<file path="src/sv/btlpm_pkg.sv">
// Shared types and constants for the binary trie longest-prefix-match table.
// No dependencies; imported by btlpm_ctl, btlpm_dp and binary_trie_lpm_table.
package btlpm_pkg;

   localparam int ADDR_BITS = 32;
   localparam int ROUTE_CAP_DEF = 256;
   localparam int NODE_CAP_DEF = 8192;
   localparam int LEN_W = 6;
   localparam int DATA_W = 64;
   localparam int LIMIT_W = 9;

   localparam logic [2:0] OP_INSERT = 3'd0;
   localparam logic [2:0] OP_DELETE = 3'd1;
   localparam logic [2:0] OP_SET = 3'd2;
   localparam logic [2:0] OP_GET = 3'd3;
   localparam logic [2:0] OP_LOOKUP = 3'd4;

   localparam logic [1:0] ST_OK = 2'd0;
   localparam logic [1:0] ST_EXISTS = 2'd1;
   localparam logic [1:0] ST_FULL = 2'd2;
   localparam logic [1:0] ST_NOT_FOUND = 2'd3;

   localparam logic CSR_ROUTE_LIMIT = 1'b0;
   localparam logic CSR_HIT_ENABLE = 1'b1;

   typedef struct packed {
      logic [2:0]        req_type;
      logic [31:0]       prefix_bits;
      logic [LEN_W-1:0]  prefix_len;
      logic [DATA_W-1:0] data_in;
      logic              clear_hits;
   } req_payload_type;

   typedef struct packed {
      logic [1:0]        status;
      logic [DATA_W-1:0] data_out;
      logic [DATA_W-1:0] hits_out;
      logic [LEN_W-1:0]  match_len;
   } rsp_payload_type;

   typedef enum logic [5:0] {
      S_IDLE, S_DISPATCH, S_W_RD, S_W_CHK, S_F_RD, S_F_CHK, S_POST,
      S_I_ROOT, S_I_NEW, S_I_LINK, S_I_ROUTE,
      S_D_CLR, S_D_RRD, S_D_RWR, S_D_ORD, S_D_OWR, S_D_DEC,
      S_C_RD, S_C_CHK, S_P_RD, S_P_WR, S_L_CHK,
      S_M_RD, S_M_WR, S_M_LRD, S_M_LWR, S_M_RRD, S_M_RWR, S_M_PRD, S_M_PWR,
      S_L_END, S_K_RD, S_K_CHK, S_K_END, S_RT_RD, S_RT_FIN, S_DONE
   } ctl_state_type;

   typedef struct packed {
      logic [2:0] op;
      logic       full_limit;
      logic       root_zero;
      logic       len_zero;
      logic       child_zero;
      logic       last_level;
      logic       found_zero;
      logic       rt_zero;
      logic       exists;
      logic       nodes_short;
      logic       rt_is_last;
      logic       node_zero;
      logic       prunable;
      logic       nd_parent_zero;
      logic       node_is_last;
      logic       m_left_zero;
      logic       m_right_zero;
      logic       m_parent_zero;
      logic       i_at_end;
   } dp_status_type;

endpackage

</file>
<file path="src/sv/btlpm_ctl.sv">
// Controller state machine for the trie table.
// Depends on btlpm_pkg; drives btlpm_dp through its command input.
module btlpm_ctl (
   input  logic                     clock,
   input  logic                     reset,
   input  logic                     start,
   input  btlpm_pkg::dp_status_type stat,
   output btlpm_pkg::ctl_state_type cmd,
   output logic                     busy,
   output logic                     rsp_valid
);
   import btlpm_pkg::*;

   ctl_state_type state_ff, state_in;

   always_ff @(posedge clock) begin
      if (reset) begin
         state_ff <= S_IDLE;
      end else begin
         state_ff <= state_in;
      end
   end

   always_comb begin
      state_in = state_ff;
      unique case (state_ff)
         S_IDLE: if (start) state_in = S_DISPATCH;
         S_DISPATCH: begin
            if (stat.op == OP_LOOKUP) state_in = S_K_RD;
            else if (stat.op > OP_LOOKUP) state_in = S_DONE;
            else if (stat.op == OP_INSERT && stat.full_limit) state_in = S_DONE;
            else if (stat.root_zero) state_in = S_POST;
            else if (stat.len_zero) state_in = S_F_RD;
            else state_in = S_W_RD;
         end
         S_W_RD: state_in = S_W_CHK;
         S_W_CHK: begin
            if (stat.child_zero) state_in = S_POST;
            else if (stat.last_level) state_in = S_F_RD;
            else state_in = S_W_RD;
         end
         S_F_RD: state_in = S_F_CHK;
         S_F_CHK: state_in = S_POST;
         S_POST: begin
            case (stat.op)
               OP_INSERT: begin
                  if (stat.exists || stat.nodes_short) state_in = S_DONE;
                  else if (!stat.found_zero) state_in = S_I_ROUTE;
                  else if (stat.root_zero) state_in = S_I_ROOT;
                  else state_in = S_I_NEW;
               end
               OP_DELETE: state_in = stat.rt_zero ? S_DONE : S_D_CLR;
               OP_GET: state_in = stat.rt_zero ? S_DONE : S_RT_RD;
               default: state_in = S_DONE;
            endcase
         end
         S_I_ROOT: state_in = stat.len_zero ? S_I_ROUTE : S_I_NEW;
         S_I_NEW: state_in = S_I_LINK;
         S_I_LINK: state_in = stat.last_level ? S_I_ROUTE : S_I_NEW;
         S_I_ROUTE: state_in = S_DONE;
         S_D_CLR: state_in = stat.rt_is_last ? S_D_DEC : S_D_RRD;
         S_D_RRD: state_in = S_D_RWR;
         S_D_RWR: state_in = S_D_ORD;
         S_D_ORD: state_in = S_D_OWR;
         S_D_OWR: state_in = S_D_DEC;
         S_D_DEC: state_in = S_C_RD;
         S_C_RD: state_in = stat.node_zero ? S_DONE : S_C_CHK;
         S_C_CHK: begin
            if (!stat.prunable) state_in = S_DONE;
            else if (stat.nd_parent_zero) state_in = S_L_CHK;
            else state_in = S_P_RD;
         end
         S_P_RD: state_in = S_P_WR;
         S_P_WR: state_in = S_L_CHK;
         S_L_CHK: state_in = stat.node_is_last ? S_L_END : S_M_RD;
         S_M_RD: state_in = S_M_WR;
         S_M_WR: state_in = S_M_LRD;
         S_M_LRD: state_in = stat.m_left_zero ? S_M_RRD : S_M_LWR;
         S_M_LWR: state_in = S_M_RRD;
         S_M_RRD: state_in = stat.m_right_zero ? S_M_PRD : S_M_RWR;
         S_M_RWR: state_in = S_M_PRD;
         S_M_PRD: state_in = stat.m_parent_zero ? S_L_END : S_M_PWR;
         S_M_PWR: state_in = S_L_END;
         S_L_END: state_in = S_C_RD;
         S_K_RD: state_in = stat.found_zero ? S_K_END : S_K_CHK;
         S_K_CHK: state_in = stat.i_at_end ? S_K_END : S_K_RD;
         S_K_END: state_in = stat.rt_zero ? S_DONE : S_RT_RD;
         S_RT_RD: state_in = S_RT_FIN;
         S_RT_FIN: state_in = S_DONE;
         S_DONE: state_in = S_IDLE;
         default: state_in = S_IDLE;
      endcase
   end

   always_comb begin
      cmd = state_ff;
      busy = (state_ff != S_IDLE);
      rsp_valid = (state_ff == S_DONE);
   end

endmodule

</file>
<file path="config.mk">
export PLATFORM = sky130hd
export DESIGN_NAME = btlpm_ctl
export DESIGN_NICKNAME = d
export VERILOG_FILES = /design/src/sv/btlpm_pkg.sv /design/src/sv/btlpm_ctl.sv
export SDC_FILE = /design/constraint.sdc
export NUM_CORES = 1
export LEC_CHECK = 0
export BUFFER_PORTS_ARGS = -buffer_cell sky130_fd_sc_hd__buf_4
export CORE_MARGIN = 2
export CORE_UTILIZATION = 51
export DETAILED_ROUTE_END_ITERATION = 10
export PLACE_DENSITY = 0.88
export SYNTH_ARGS = -nofsm -noshare
export SYNTH_HDL_FRONTEND = slang
export SYNTH_SLANG_ARGS = --single-unit
</file>
<file path="constraint.sdc">
create_clock -name clock -period 2.1 [get_ports clock]
set_clock_uncertainty 0.1 [all_clocks]
set_input_delay 0.105 -clock clock [delete_from_list [all_inputs] [get_ports clock]]
set_output_delay 0.105 -clock clock [all_outputs]
set_load 0.01 [all_outputs]
</file>
== Yosys cells after proc, flatten, opt, wreduce, memory -nomap -nowiden ==
Index checks and enable logic that the tools add are counted.
Storage, ports and cells
  flip-flop bits (word level): 6
  bits of input ports: 24
Operators by class
  reductions and logical operators: 7
  multiplexer cells: 27
  $lt $le $gt $ge: 1
  equality and inequality tests: 40
Operators with widths (number)
  6-bit one-hot mux with 34 select lines: 1
  6-bit by 5-bit == test with 1-bit output, second input constant: 16
  6-bit two-way mux: 9
  6-bit by 4-bit == test with 1-bit output, second input constant: 8
  6-bit == test, second input constant: 5
  6-bit by 3-bit == test with 1-bit output, second input constant: 4
  3-bit two-way mux: 7
  6-bit one-hot mux with 3 select lines: 1
  6-bit by 2-bit == test with 1-bit output, second input constant: 2
  4-bit two-way mux: 3
  2-bit two-way mux: 4
  6-bit by 1-bit == test with 1-bit output, second input constant: 1
  6-bit zero test: 1
  6-bit nonzero test: 1
  5-bit two-way mux: 1
  2-bit OR reduction: 2
  3-bit by 1-bit == test with 1-bit output, second input constant: 1
  3-bit by 2-bit == test with 1-bit output, second input constant: 1
  3-bit == test, second input constant: 1
  3-bit > comparator, second input constant: 1
  3-bit zero test: 1
  2-bit inequality test, second input constant: 1
  1-bit logical AND: 1
  1-bit logical OR: 1
  1-bit two-way mux: 1

== Depth between registers and ports, before layout ==
  depth after elaboration: 6
  gate-level depth with buffers: 7

== Worst setup path after synthesis ==
Ideal clock, no wire load.
  kind: register to register
  start: register state_ff[2], in the netlist cmd[2]
  end: register state_ff[1], in the netlist cmd[1]
  setup slack: 381 ps
  stages on the path, launching flop included: 7
  arrival time: 1545 ps
  data required time: 1926 ps
  path through: dfxtp_1 -> buf_6 -> or4_4 -> nor3_2 -> nor4_1 -> and4_4 -> a31oi_2
On the way
  word-level cells in the longest chain between the ends: 3
  elaborated cells on any way between the ends: 40
  classes of those cells: eq/ne (36); mux (1); reduce/logical (3)
RTL lines
  from (decl): RTL line btlpm_ctl.sv:14  | ctl_state_type state_ff, state_in;
  from (signal assigned): RTL line btlpm_ctl.sv:20  | state_ff <= state_in;
  6-bit == test (tied with other cells): RTL line btlpm_ctl.sv:26  | unique case (state_ff)
  2-bit OR reduction (no source line)
  6-bit one-hot mux with 34 select lines: RTL line btlpm_ctl.sv:26
Parallel ways exist; a longest one is shown, timed or not.
A chain may end at the register's enable or synchronous reset.

== Final worst setup path ==
  start: register state_ff[0], in the netlist cmd[0]
  end: register state_ff[0], in the netlist cmd[0]
The elaborated chain is that of the path after synthesis.

==> impl_metrics.tcl <==
set metrics [dict create \
    core_area_um2 1960 \
    r2r_cells 6 \
    required_ns 2.12 \
    drc 0 \
    synthesis.nets 175 \
    worst_hold_path_type "in2reg" \
    vias 1461 \
    dp.cells 208 \
    synthesis.area_um2 1060 \
    dp_slack_ns 0.217 \
    grt_max_degree 21 \
    synth-edff-count 0 \
    p_total_uw 1500 \
    crit_path_start_kind "flip-flop" \
    start_util 0.538 \
    synth_top_area_frac 0.114 \
    crit_arrival_ns 1.97 \
    grt_pass1_vias 1312 \
    setup_tns_ns 0 \
    cts.sinks 6 \
    outcome "completed" \
    finalCritPeriodShare 0.927 \
    setup_viol 0 \
    cap_violations 0 \
    max_freq_mhz 514 \
    final_common_cell "buf_4" \
    drive_gt1_frac 0.319 \
    ys_seq_area_frac 0.114 \
    die_area_um2 2450 \
    powerDensity_nw_per_um2 1090 \
    synth-async-reset-ratio 0 \
    numCtsBuffers 3 \
    final.setup.worst_slack_ns 0.153 \
    first_iter_violations 89 \
    stdcell_count 212 \
    final_cell_mix "buf_4, a21oi_1, nor2_1, nand2_1" \
    wire_per_inst_um 17.4 \
    final_antenna_net_count 0 \
    dpl.hpwl_um 2820 \
    viasPerCell 6.89 \
    final_util 0.703 \
    synthTopCellsByArea "dfxtp_1, a21oi_1, nand2b_1, nor2b_1, buf_2" \
    slew_headroom 0.649 \
    h-tree-depth 1 \
    critPathCaptureType "flip-flop" \
    syn2layout_area_growth_pct 30.7 \
    grt_pass1_wl_um 6100 \
    syn-instance-count 151 \
    synth-main-ff-cell "dfxtp_1" \
    tightest_slew_ns 0.526 \
    clk_latency_ns 0.25 \
    worst-path-max-fanout 16 \
    vdd_drop_max_mv 0.612 \
    dr.pass1.iters 5 \
    synth_top_cell_by_area "dfxtp_1" \
    synth-seq-cells 6 \
    p_leak_uw 0.000522 \
    portBuffers 31 \
    cts_tree "built" \
    gp_congestion 0.966 \
    timing_hold_violations_final 0 \
    largest_reg_flops 6 \
    die_x_um 49.5 \
    clk_pin_slew_ns 0.04 \
    period_minus_slack_ns 1.95 \
    crit_type "reg2reg" \
    clock-root-buffer "clkbuf_4" \
    synth.distinct_cells 54 \
    n_antenna_cell 0 \
    layout.nets 211 \
    yosys_warnings 0 \
    totalWireLength_um 3690 \
    rows 16 \
    slew_viol_final 0 \
    grt.total_usage 0.323 \
    grt-ovfl-total 0 \
    cts.path.max_buffers 2 \
    num_io_pins 32 \
    antenna_found_initial 0 \
    hold_path_depth 4 \
    cts_setup_buffers 0 \
    die_y_um 49.5 \
    rsz0062_at_grt "false" \
    synth.avg_cell_area_um2 6.99 \
]
==> area by class of cell <==
type,count,area [um2]
fillers,185,582
flip-flops and latches,6,120
clock buffers,3,22.5
multi-input cells,131,863
well taps,27,33.8
repair buffers,45,340
==> per-layer routing <==
layer / up-vias / share of wire / wire, um / GRT usage
met2: 123 / 0.49 / 1820 / 0.572
met1: 659 / 0.34 / 1270 / 0.384
met5: - / 0 / 0 / 0
met4: 0 / 0.041 / 152 / 0.157
li1: 654 / - / - / -
met3: 25 / 0.12 / 451 / 0.0364
==> synth_stat cells (5+ instances only) <==
library cell  instances
a21oi_1              15
buf_2                10
nand2_1              10
nor2_1               10
nand2b_1              9
nor2b_1               9
o21ai_0               8
nor3_1                7
dfxtp_1               6
nor3b_1               5
==> critical path, cell delays in order, from the launching register on <==
cell      delay, ns
dfxtp_1        0.64
nand2b_1       0.23
buf_4          0.17
nor4b_1        0.06
a32oi_1        0.33
o31a_1         0.22
a31oi_2        0.08
==> metrics by stage <==
stage | cell area, um2 | hold WS, ns
after global placement | 1350 | 0.197
after floorplan | 1060 | 0.0744
after CTS | 1380 | 0.120
after detailed placement | 1350 | 0.193
final | 1380 | 0.122
after global routing | 1380 | 0.180
==> worst paths after layout <==
| check | slack (ns) | endpoint | from |
|---|---|---|---|
| setup / recovery | 0.15 | cmd[0] | cmd[0] |
| hold / removal | 0.12 | cmd[3] | stat[19] |
| setup reg to reg | 0.15 | cmd[0] | cmd[0] |
| hold reg to reg | 0.63 | cmd[0] | cmd[5] |
==> logic make-up after synthesis <==
family / Yosys count / share of synthesized area
flops: 6 / 0.114
compound gates: 54 / 0.354
buf+inv: 14 / 0.0687
mux: 3 / 0.0308
simple gates: 74 / 0.432
==> power breakdown <==
group,switching [uW],internal [uW]
registers,118,153
logic,599,519
clock network,45.6,64.9
total,762,737
==> timing repair <==
action,CTS,global route
endpoints found under the hold margin,2,0
hold buffers,1,0
gates resized for setup,0,0
No activity file was read; power rests on OpenSTA's default activity.
